===== config.mk =====
export PLATFORM = sky130hd
export DESIGN_NAME = tcp_passive_open_tracker
export DESIGN_NICKNAME = d
export VERILOG_FILES = /design/src/hdl/tpot_pkg.sv /design/src/hdl/tpot_conn_ram.sv /design/src/hdl/tpot_apb_regs.sv /design/src/hdl/tpot_step_logic.sv /design/src/hdl/tcp_passive_open_tracker.sv
export SDC_FILE = /design/constraint.sdc
export NUM_CORES = 2
export LEC_CHECK = 0
export BUFFER_PORTS_ARGS = -buffer_cell sky130_fd_sc_hd__buf_2
export CAP_MARGIN = 20
export CORE_ASPECT_RATIO = 0.8
export CORE_MARGIN = 5
export CORE_UTILIZATION = 43
export DETAILED_ROUTE_END_ITERATION = 10
export GPL_ROUTABILITY_DRIVEN = 1
export GPL_TIMING_DRIVEN = 0
export MAX_ROUTING_LAYER = met4
export PLACE_DENSITY = 0.71
export SLEW_MARGIN = 20
export SYNTH_ARGS = -nofsm -noshare
export SYNTH_HDL_FRONTEND = slang
export SYNTH_SLANG_ARGS = --single-unit

===== constraint.sdc =====
create_clock -name clk -period 17.4 [get_ports clk]
set_input_delay 3.48 -clock clk [delete_from_list [all_inputs] [get_ports clk]]
set_output_delay 3.48 -clock clk [all_outputs]
set_load 0.01 [all_outputs]

===== src/hdl/tpot_pkg.sv =====
// Shared types, constants and codes of the TCP passive-open tracker.
`default_nettype none

package tpot_pkg;

	// Table size and the index width that follows from it.
	localparam int CONNECTIONS = 16;
	localparam int SLOT_W = (CONNECTIONS > 1) ? $clog2(CONNECTIONS) : 1;

	// Configuration port geometry and register indexes.
	localparam int APB_ADDR_W = 3;
	localparam int REG_IDX_W = APB_ADDR_W - 2;
	localparam logic [REG_IDX_W-1:0] REG_ISN_SEED = REG_IDX_W'(0);
	localparam logic [REG_IDX_W-1:0] REG_RX_WINDOW = REG_IDX_W'(1);
	localparam logic [31:0] ISN_SEED_RESET = 32'd0;
	localparam logic [15:0] RX_WINDOW_RESET = 16'hffff;

	// Stream widths.
	localparam int S_TDATA_W = 112;
	localparam int S_TUSER_W = 2;
	localparam int M_TDATA_W = 120;
	localparam int M_TUSER_W = 3;

	// Item kinds.
	localparam logic [1:0] OP_SEGMENT = 2'd0;
	localparam logic [1:0] OP_SEND = 2'd1;
	localparam logic [1:0] OP_CLOSE = 2'd2;

	// Result codes.
	localparam logic [2:0] OC_IGNORED = 3'd0;
	localparam logic [2:0] OC_SYNACK = 3'd1;
	localparam logic [2:0] OC_ESTABLISHED = 3'd2;
	localparam logic [2:0] OC_ACK_MISMATCH = 3'd3;
	localparam logic [2:0] OC_DELIVERED = 3'd4;
	localparam logic [2:0] OC_DATA_SENT = 3'd5;
	localparam logic [2:0] OC_SEND_REFUSED = 3'd6;
	localparam logic [2:0] OC_CLOSED = 3'd7;

	// Connection states.
	localparam logic [1:0] ST_LISTEN = 2'd0;
	localparam logic [1:0] ST_SYN_RECV = 2'd1;
	localparam logic [1:0] ST_ESTABLISHED = 2'd2;

	// TCP flag bits and fixed header values.
	localparam logic [7:0] FLAG_SYN = 8'h02;
	localparam logic [7:0] FLAG_PSH = 8'h08;
	localparam logic [7:0] FLAG_ACK = 8'h10;
	localparam logic [7:0] FLAGS_SYNACK = FLAG_SYN | FLAG_ACK;
	localparam logic [7:0] FLAGS_ACKPSH = FLAG_ACK | FLAG_PSH;
	localparam logic [7:0] HDR_BYTE_FIVE = 8'h50;
	localparam logic [31:0] ISN_STEP = 32'h9e3779b1;
	localparam logic [17:0] MIN_HDR_BYTES = 18'd20;

	// One input request.
	typedef struct packed {
		logic [1:0]  opcode;
		logic [3:0]  conn_slot;
		logic [7:0]  seg_flags;
		logic [31:0] seg_seq;
		logic [31:0] seg_ack;
		logic [15:0] ip_total_length;
		logic [3:0]  header_words;
		logic [15:0] send_length;
	} item_t;

	// One connection record as kept in the table memory.
	typedef struct packed {
		logic [1:0]  status;
		logic [31:0] snd_seq;
		logic [31:0] rcv_ack;
	} conn_rec_t;

	// One result.
	typedef struct packed {
		logic [2:0]  outcome;
		logic        created;
		logic [1:0]  conn_status;
		logic [7:0]  reply_flags;
		logic [31:0] reply_seq;
		logic [31:0] reply_ack;
		logic [15:0] reply_window;
		logic [7:0]  reply_header_byte;
		logic [15:0] payload_length;
	} result_t;

	// Side effects of one processed request, from the update logic to the control.
	typedef struct packed {
		logic      tbl_we;
		conn_rec_t tbl_rec;
		logic      slot_valid;
		logic      isn_adv;
		logic [31:0] isn_next;
	} update_t;

endpackage

`default_nettype wire


===== src/hdl/tpot_conn_ram.sv =====
// Connection table memory: one write port, one registered read port.
`default_nettype none

module tpot_conn_ram (
	input  wire logic                          clk,
	input  wire logic                          rd_en,
	input  wire logic [tpot_pkg::SLOT_W-1:0]   rd_addr,
	output tpot_pkg::conn_rec_t                rd_data,
	input  wire logic                          wr_en,
	input  wire logic [tpot_pkg::SLOT_W-1:0]   wr_addr,
	input  wire tpot_pkg::conn_rec_t           wr_data
);

	tpot_pkg::conn_rec_t mem_q [tpot_pkg::CONNECTIONS];

	// Write port.
	always_ff @(posedge clk) begin
		if (wr_en) begin
			mem_q[wr_addr] <= wr_data;
		end
	end

	// Registered read port.
	always_ff @(posedge clk) begin
		if (rd_en) begin
			rd_data <= mem_q[rd_addr];
		end
	end

endmodule

`default_nettype wire


===== src/hdl/tpot_apb_regs.sv =====
// Configuration registers behind the APB port.
`default_nettype none

module tpot_apb_regs (
	input  wire logic                             clk,
	input  wire logic                             arst_n,
	input  wire logic                             psel,
	input  wire logic                             penable,
	input  wire logic                             pwrite,
	input  wire logic [tpot_pkg::APB_ADDR_W-1:0]  paddr,
	input  wire logic [31:0]                      pwdata,
	output logic [31:0]                           prdata,
	output logic                                  pready,
	output logic [31:0]                           isn_seed,
	output logic [15:0]                           rx_window,
	output logic                                  isn_load
);

	logic [tpot_pkg::REG_IDX_W-1:0] reg_idx;
	logic                           wr_fire;
	logic [31:0]                    isn_seed_q;
	logic [15:0]                    rx_window_q;

	assign pready = 1'b1;
	assign reg_idx = paddr[tpot_pkg::APB_ADDR_W-1:2];
	assign wr_fire = psel && penable && pwrite && pready;

	// Register writes during the access phase.
	always_ff @(posedge clk or negedge arst_n) begin
		if (!arst_n) begin
			isn_seed_q <= tpot_pkg::ISN_SEED_RESET;
			rx_window_q <= tpot_pkg::RX_WINDOW_RESET;
		end else if (wr_fire) begin
			if (reg_idx == tpot_pkg::REG_ISN_SEED) begin
				isn_seed_q <= pwdata;
			end
			if (reg_idx == tpot_pkg::REG_RX_WINDOW) begin
				rx_window_q <= pwdata[15:0];
			end
		end
	end

	// Read-back mux.
	always_comb begin
		case (reg_idx)
			tpot_pkg::REG_ISN_SEED:  prdata = isn_seed_q;
			tpot_pkg::REG_RX_WINDOW: prdata = {16'd0, rx_window_q};
			default:                 prdata = 32'd0;
		endcase
	end

	// A seed write also reloads the sequence generator, with the value being written
	// so that the generator and the register take the new seed at the same edge.
	assign isn_load = wr_fire && (reg_idx == tpot_pkg::REG_ISN_SEED);
	assign isn_seed = pwdata;
	assign rx_window = rx_window_q;

endmodule

`default_nettype wire


===== src/hdl/tpot_step_logic.sv =====
// Per-request update of one connection record and the result it produces.
`default_nettype none

module tpot_step_logic (
	input  wire tpot_pkg::item_t      item,
	input  wire logic                 in_range,
	input  wire logic                 slot_valid,
	input  wire tpot_pkg::conn_rec_t  rec_in,
	input  wire logic [31:0]          isn_cur,
	input  wire logic [15:0]          rx_window,
	output tpot_pkg::result_t         result,
	output tpot_pkg::update_t         upd
);

	always_comb begin
		tpot_pkg::conn_rec_t rec;
		logic                valid;
		logic [17:0]         pay;
		logic [31:0]         r;

		rec = rec_in;
		valid = slot_valid;
		r = item.seg_seq + 32'd1;
		pay = 18'(item.ip_total_length) - tpot_pkg::MIN_HDR_BYTES
			- 18'({item.header_words, 2'b00});
		result = '0;
		upd = '0;
		upd.isn_next = isn_cur + tpot_pkg::ISN_STEP;

		if (in_range) begin
			case (item.opcode)
				tpot_pkg::OP_SEGMENT: begin
					// A segment on a free slot opens it in LISTEN.
					if (!valid) begin
						valid = 1'b1;
						rec.status = tpot_pkg::ST_LISTEN;
						rec.snd_seq = upd.isn_next;
						rec.rcv_ack = 32'd0;
						upd.isn_adv = 1'b1;
						result.created = 1'b1;
					end
					case (rec.status)
						tpot_pkg::ST_LISTEN: begin
							if ((item.seg_flags & tpot_pkg::FLAG_SYN) != 8'd0) begin
								rec.rcv_ack = r;
								rec.status = tpot_pkg::ST_SYN_RECV;
								result.outcome = tpot_pkg::OC_SYNACK;
								result.reply_flags = tpot_pkg::FLAGS_SYNACK;
								result.reply_seq = rec.snd_seq;
								result.reply_ack = r;
								result.reply_window = rx_window;
								result.reply_header_byte = tpot_pkg::HDR_BYTE_FIVE;
							end
						end
						tpot_pkg::ST_SYN_RECV: begin
							if ((item.seg_flags & tpot_pkg::FLAG_ACK) != 8'd0) begin
								if (item.seg_ack == rec.snd_seq + 32'd1) begin
									rec.snd_seq = rec.snd_seq + 32'd1;
									rec.status = tpot_pkg::ST_ESTABLISHED;
									result.outcome = tpot_pkg::OC_ESTABLISHED;
								end else begin
									result.outcome = tpot_pkg::OC_ACK_MISMATCH;
								end
							end
						end
						tpot_pkg::ST_ESTABLISHED: begin
							// Payload is what the headers leave; a negative value counts as none.
							if (!pay[17] && (pay != 18'd0)) begin
								rec.rcv_ack = item.seg_seq + 32'(pay);
								result.payload_length = pay[15:0];
								result.outcome = tpot_pkg::OC_DELIVERED;
							end
						end
						default: begin
						end
					endcase
				end
				tpot_pkg::OP_SEND: begin
					if (!valid || (rec.status != tpot_pkg::ST_ESTABLISHED)) begin
						result.outcome = tpot_pkg::OC_SEND_REFUSED;
					end else if (item.send_length != 16'd0) begin
						result.outcome = tpot_pkg::OC_DATA_SENT;
						result.reply_flags = tpot_pkg::FLAGS_ACKPSH;
						result.reply_seq = rec.snd_seq;
						result.reply_ack = rec.rcv_ack;
						result.reply_window = rx_window;
						result.reply_header_byte = tpot_pkg::HDR_BYTE_FIVE;
						result.payload_length = item.send_length;
						rec.snd_seq = rec.snd_seq + 32'(item.send_length);
					end
				end
				tpot_pkg::OP_CLOSE: begin
					if (valid) begin
						valid = 1'b0;
						result.outcome = tpot_pkg::OC_CLOSED;
					end
				end
				default: begin
				end
			endcase
			result.conn_status = valid ? rec.status : tpot_pkg::ST_LISTEN;
			upd.tbl_we = 1'b1;
		end

		upd.tbl_rec = rec;
		upd.slot_valid = valid;
	end

endmodule

`default_nettype wire


===== src/hdl/tcp_passive_open_tracker.sv =====
// Top level of the TCP passive-open tracker: stream ports, control and table.
// A request's record is read as it is accepted; its result is registered once the output is free.
// One request at a time: a new one is taken only after the last has done the read and then the write
// of the connection table memory.
// Reset clears every slot's valid bit, loads the sequence generator with the
// seed reset value and empties the stage and output registers; no clearing pass.
`default_nettype none

module tcp_passive_open_tracker (
	input  wire logic                                clk,
	input  wire logic                                arst_n,
	input  wire logic                                s_tvalid,
	output logic                                     s_tready,
	// s_tdata from bit 0: conn_slot, seg_flags, seg_seq, seg_ack, ip_total_length,
	// header_words, send_length
	input  wire logic [tpot_pkg::S_TDATA_W-1:0]      s_tdata,
	// s_tuser: opcode
	input  wire logic [tpot_pkg::S_TUSER_W-1:0]      s_tuser,
	output logic                                     m_tvalid,
	input  wire logic                                m_tready,
	// m_tdata from bit 0: created, conn_status, reply_flags, reply_seq, reply_ack,
	// reply_window, reply_header_byte, payload_length, zero fill
	output logic [tpot_pkg::M_TDATA_W-1:0]           m_tdata,
	// m_tuser: outcome
	output logic [tpot_pkg::M_TUSER_W-1:0]           m_tuser,
	input  wire logic                                psel,
	input  wire logic                                penable,
	input  wire logic                                pwrite,
	input  wire logic [tpot_pkg::APB_ADDR_W-1:0]     paddr,
	input  wire logic [31:0]                         pwdata,
	output logic [31:0]                              prdata,
	output logic                                     pready
);

	tpot_pkg::item_t             item_in;
	tpot_pkg::item_t             item_s1;
	logic                        v_s1;
	logic                        in_accept;
	logic                        fire_s1;
	logic [tpot_pkg::SLOT_W-1:0] slot_in;
	logic [tpot_pkg::SLOT_W-1:0] slot_s1;
	logic                        in_range_s1;
	logic [tpot_pkg::CONNECTIONS-1:0] slot_valid_q;
	logic [31:0]                 isn_q;
	logic [31:0]                 isn_seed;
	logic [15:0]                 rx_window;
	logic                        isn_load;
	tpot_pkg::conn_rec_t         rd_rec;
	tpot_pkg::result_t           result;
	tpot_pkg::update_t           upd;
	tpot_pkg::result_t           out_q;
	logic                        out_v_q;

	// Unpack the input request.
	assign item_in.opcode = s_tuser[1:0];
	assign item_in.conn_slot = s_tdata[3:0];
	assign item_in.seg_flags = s_tdata[11:4];
	assign item_in.seg_seq = s_tdata[43:12];
	assign item_in.seg_ack = s_tdata[75:44];
	assign item_in.ip_total_length = s_tdata[91:76];
	assign item_in.header_words = s_tdata[95:92];
	assign item_in.send_length = s_tdata[111:96];

	assign slot_in = tpot_pkg::SLOT_W'(item_in.conn_slot);
	assign slot_s1 = tpot_pkg::SLOT_W'(item_s1.conn_slot);
	assign in_range_s1 = 32'(item_s1.conn_slot) < 32'(tpot_pkg::CONNECTIONS);

	// One request in flight: it reads its record, then writes it back.
	assign s_tready = !v_s1;
	assign in_accept = s_tvalid && s_tready;
	assign fire_s1 = v_s1 && (!out_v_q || m_tready);

	always_ff @(posedge clk or negedge arst_n) begin
		if (!arst_n) begin
			v_s1 <= 1'b0;
		end else if (in_accept) begin
			v_s1 <= 1'b1;
		end else if (fire_s1) begin
			v_s1 <= 1'b0;
		end
	end

	always_ff @(posedge clk) begin
		if (in_accept) begin
			item_s1 <= item_in;
		end
	end

	// Configuration registers.
	tpot_apb_regs u_regs (
		.clk       (clk),
		.arst_n    (arst_n),
		.psel      (psel),
		.penable   (penable),
		.pwrite    (pwrite),
		.paddr     (paddr),
		.pwdata    (pwdata),
		.prdata    (prdata),
		.pready    (pready),
		.isn_seed  (isn_seed),
		.rx_window (rx_window),
		.isn_load  (isn_load)
	);

	// Connection table.
	tpot_conn_ram u_ram (
		.clk     (clk),
		.rd_en   (in_accept),
		.rd_addr (slot_in),
		.rd_data (rd_rec),
		.wr_en   (fire_s1 && upd.tbl_we),
		.wr_addr (slot_s1),
		.wr_data (upd.tbl_rec)
	);

	// Record update and result.
	tpot_step_logic u_step (
		.item       (item_s1),
		.in_range   (in_range_s1),
		.slot_valid (slot_valid_q[slot_s1]),
		.rec_in     (rd_rec),
		.isn_cur    (isn_q),
		.rx_window  (rx_window),
		.result     (result),
		.upd        (upd)
	);

	// Slot valid bits and the sequence generator.
	always_ff @(posedge clk or negedge arst_n) begin
		if (!arst_n) begin
			slot_valid_q <= '0;
			isn_q <= tpot_pkg::ISN_SEED_RESET;
		end else begin
			if (fire_s1 && upd.tbl_we) begin
				slot_valid_q[slot_s1] <= upd.slot_valid;
			end
			if (isn_load) begin
				isn_q <= isn_seed;
			end else if (fire_s1 && upd.isn_adv) begin
				isn_q <= upd.isn_next;
			end
		end
	end

	// Output register.
	always_ff @(posedge clk or negedge arst_n) begin
		if (!arst_n) begin
			out_v_q <= 1'b0;
		end else if (fire_s1) begin
			out_v_q <= 1'b1;
		end else if (m_tready) begin
			out_v_q <= 1'b0;
		end
	end

	always_ff @(posedge clk) begin
		if (fire_s1) begin
			out_q <= result;
		end
	end

	assign m_tvalid = out_v_q;
	assign m_tuser = out_q.outcome;
	assign m_tdata = {5'd0, out_q.payload_length, out_q.reply_header_byte,
		out_q.reply_window, out_q.reply_ack, out_q.reply_seq, out_q.reply_flags,
		out_q.conn_status, out_q.created};

	// An accepted request is in the stage on the next cycle.
	assert property (@(posedge clk) disable iff (!arst_n) in_accept |=> v_s1)
		else $error("accepted request did not reach the update stage");

	// A processed request always leaves a result behind.
	assert property (@(posedge clk) disable iff (!arst_n) fire_s1 |=> m_tvalid)
		else $error("processed request left no result");

	// Only emitted segments carry the fixed header byte, others carry no flags.
	assert property (@(posedge clk) disable iff (!arst_n)
		m_tvalid && !(m_tuser == tpot_pkg::OC_SYNACK || m_tuser == tpot_pkg::OC_DATA_SENT)
		|-> (out_q.reply_flags == 8'd0) && (out_q.reply_header_byte == 8'd0))
		else $error("reply fields set without an emitted segment");

	// A closed connection reports status zero, the LISTEN code.
	assert property (@(posedge clk) disable iff (!arst_n)
		m_tvalid && (m_tuser == tpot_pkg::OC_CLOSED) |-> (out_q.conn_status == 2'd0))
		else $error("closed connection reports a status");

	// The generator moves only by a seed load or when a request is processed.
	assert property (@(posedge clk) disable iff (!arst_n)
		!$past(isn_load) && !$past(fire_s1) |-> $stable(isn_q))
		else $error("sequence generator changed without cause");

endmodule

`default_nettype wire

==> flow_metrics.py <==
metrics = {
    "critical_path": {
        "crit_path_end_kind": "register",
        "worst_ep_arrival_time_ps": 12040,
        "worst_ep_required_time_ps": 17830,
        "start_kind": "register",
        "path_class": "reg -> reg",
        "worstPathMaxFanout": 16,
    },
    "synth": {
        "netlist_area_mm2": 0.0622,
        "yosysUniqueCellTypes": 101,
        "ys_ff_latch": 1433,
        "synthTopCellsByCount": "edfxtp_1 (1,335), mux4_2 (334), nand2_1 (292), o21ai_0 (162), nor2_1 (161)",
        "synth_top_area_frac": 0.645,
        "yosysMostFrequentCell": "edfxtp_1",
        "syn_inst": 3722,
        "yosys_most_used_dff": "edfxtp_1",
        "syn_avg_cell_area_um2": 16.7,
        "yosysSeqAreaShare": 0.685,
        "synth-async-reset-ratio": 0.0684,
        "synth-edff-count": 1335,
        "yosys_warnings": 0,
        "yosysTopAreaCell": "edfxtp_1",
        "synth_area_leaders": "edfxtp_1 (64%), mux4_2 (12%), dfrtp_1 (3.3%)",
    },
    "timing": {
        "fin_setup_tns_ps": 0,
        "period_needed_ps": 11610,
        "hold_viol_final": 0,
        "whs_ps": 472,
        "final.period_utilization": 0.667,
        "grt_setup_unrepaired": "false",
        "relSlewSlack": 0.119,
        "maxSlewViolCount": 0,
        "max_slew.worst_pin.slew_ps": 1320,
        "fmax_mhz": 86.1,
        "fin_skew_ps": 56.5,
        "finalSetupViolCount": 0,
    },
    "pwr": {
        "power_leakage_nw": 24.8,
        "ir_drop_mv": 0.135,
        "p_per_area_mw_per_mm2": 149,
    },
    "cells_and_area": {
        "final_area_mm2": 0.0733,
        "fin_nets": 4508,
        "areaGrowthSynthToFinish_pct": 17.9,
        "drive_above_1_share": 0.267,
        "fill_cells": 11308,
    },
    "cts": {
        "clock_sinks": 1433,
        "insertion_delay_ps": 800,
        "hold_buffers": 0,
        "post_cts_resized": 0,
        "htree_levels": 4,
        "cts_setup_buffers": 0,
        "clock-root-buffer": "clkbuf_16",
        "tritoncts": "yes",
        "cts_buffer_depth": 3,
        "path_clk_slew_ps": 60,
        "cts_made_buffers": 144,
    },
    "floorplanning": {
        "initial_core_util": 0.434,
        "num_rows": 124,
        "die_y_um": 350,
        "die-area_mm2": 0.152,
        "die-width_um": 435,
        "io_pins": 314,
        "coreArea_mm2": 0.143,
    },
    "global_route": {
        "grt.overflow.total": 0,
        "first_global_vias": 38530,
        "grt_max_degree": 65,
        "grt_usage": 0.257,
        "antenna_found_initial": 9,
        "grt_pass1_wl_um": 276000,
    },
    "drt": {
        "wl_per_cell_um": 30.6,
        "drt-total-wl_um": 194000,
        "via_per_inst": 6.19,
        "dr.first_iter.drc_count": 5780,
        "drc": 0,
        "num_vias": 39090,
        "ant_nets": 0,
        "dr.pass1.iters": 6,
    },
    "placed_design": {
        "placed_area_mm2": 0.0684,
        "gp_congestion": 0.957,
        "io_buffers": 287,
        "hpwl_um": 135000,
    },
    "run": {
        "cap_violations": 0,
    },
    "min_path": {
        "hold_path_class": "reg -> reg",
    },
    "status": {
        "status": "finished, final reports clean",
    },
}
-- cells in the final DEF (no fill, tap or decap), types with 28 or more instances in the layout --
cell type  synthesis  final
edfxtp_1        1335   1335
mux4_2           334    334
buf_2             11    303
nand2_1          292    292
clkbuf_1         141    151
clkbuf_16          0    146
nor2_1           161    145
o21ai_0          162    141
xnor2_1          124    124
a21oi_1           97     94
dfrtp_1           82     82
xor2_1            81     81
buf_4             21     76
nand3_1           75     74
nor3_1            51     47
ha_1              46     46
inv_1             45     44
mux2_2            43     43
buf_16             0     40
mux2i_1           40     37
clkinv_1           1     33
nor4_1            32     31
a22o_1            30     30
and2_1            29     29
a21o_1            28     28
-- layer usage --
metal,routed length (um),GRT usage,vias up
met5,0,-,-
met4,8830,0.105,0
met3,22500,0.0601,446
met2,87900,0.385,2778
met1,74400,0.342,19884
li1,-,-,15982
-- worst max-delay path, stage by stage, from the launching register on --
cell and delay, ps:
edfxtp_1 380, clkbuf_1 500, mux4_2 340, mux2i_1 280, a21oi_1 360, buf_2 330
buf_1 650, clkbuf_1 420, clkbuf_1 730, buf_1 770, buf_1 880, nand2_1 130
nand2_1 130, ha_1 290, nand2_1 140, a211oi_1 460, a31oi_1 490, a211oi_4 620
and2_4 270, a41oi_1 240, or4_4 640, nor4_4 270, o2111ai_4 360, buf_6 300
nor3_2 220, xnor2_1 150, o21ai_1 820
-- logic make-up after synthesis --
logic type,Yosys count,synth area share
multiplexers,417,0.135
AO/OA/AOI/OAI,557,0.0607
AND/OR/NAND/NOR,801,0.0623
other,2,0.000121
adder cells (fa/ha/maj),49,0.0102
flip-flops,1433,0.685
XOR/XNOR,206,0.0293
buffers and inverters,257,0.0174
-- path summary, 6_finish.rpt --
kind | from | end | slack (ps) | cells past startpoint
setup / recovery | slot_s1[3] | u_ram.mem_q[12][44] | 5790 | 26
hold / removal | u_regs.isn_seed_q[9] | u_regs.isn_seed_q[9] | 470 | 2
setup reg to reg | slot_s1[3] | u_ram.mem_q[12][44] | 5790 | 26
hold reg to reg | u_regs.isn_seed_q[9] | u_regs.isn_seed_q[9] | 470 | 2
max in group asynchronous | arst_n | u_regs.rx_window[1] | 14110 | 2
min in group asynchronous | arst_n | u_regs.isn_seed_q[12] | 2600 | 1
-- where the power goes --
part,total (W),switching [W],internal [W]
logic,0.00301,0.00205,0.000967
clock network,0.00315,0.00136,0.00179
registers,0.00473,0.000263,0.00447
-- final cells by class --
cell class	count	area (um^2)	share of cell area
inverters	46	178	0.00242
diodes	5	12.5	0.000171
multi-input cells	2047	18800	0.257
plain buffers	211	943	0.0129
flip-flops and latches	1433	42600	0.581
well taps	1890	2360	0.0323
clock buffers	168	3760	0.0513
clock inverters	95	1030	0.0141
repair buffers	420	3590	0.0491
-- state kept, by name, indices dropped and copies added, names as in the netlist --
| signal | count |
|---|---|
| slot_s1 | 4 |
| m_tuser | 3 |
| u_regs.isn_seed_q | 32 |
| m_tvalid | 1 |
| v_s1 | 1 |
| u_ram.rd_data | 66 |
| isn_q | 32 |
| u_ram.mem_q | 1056 |
| slot_valid_q | 16 |
| m_tdata | 102 |
| u_regs.rx_window | 16 |
| item_s1 | 104 |
-- stage by stage --
stage	util	cells	power [W]	setup slack [ps]
floorplan	-	3737	0.00647	5680
global placement	0.461	5914	0.00759	-2310
detailed placement	0.477	6044	0.00768	6180
CTS	0.511	6307	0.0108	6110
global route	0.512	6315	0.0113	5710
finish	0.512	6315	0.0109	5790
Power figures use the tool's default switching activity.
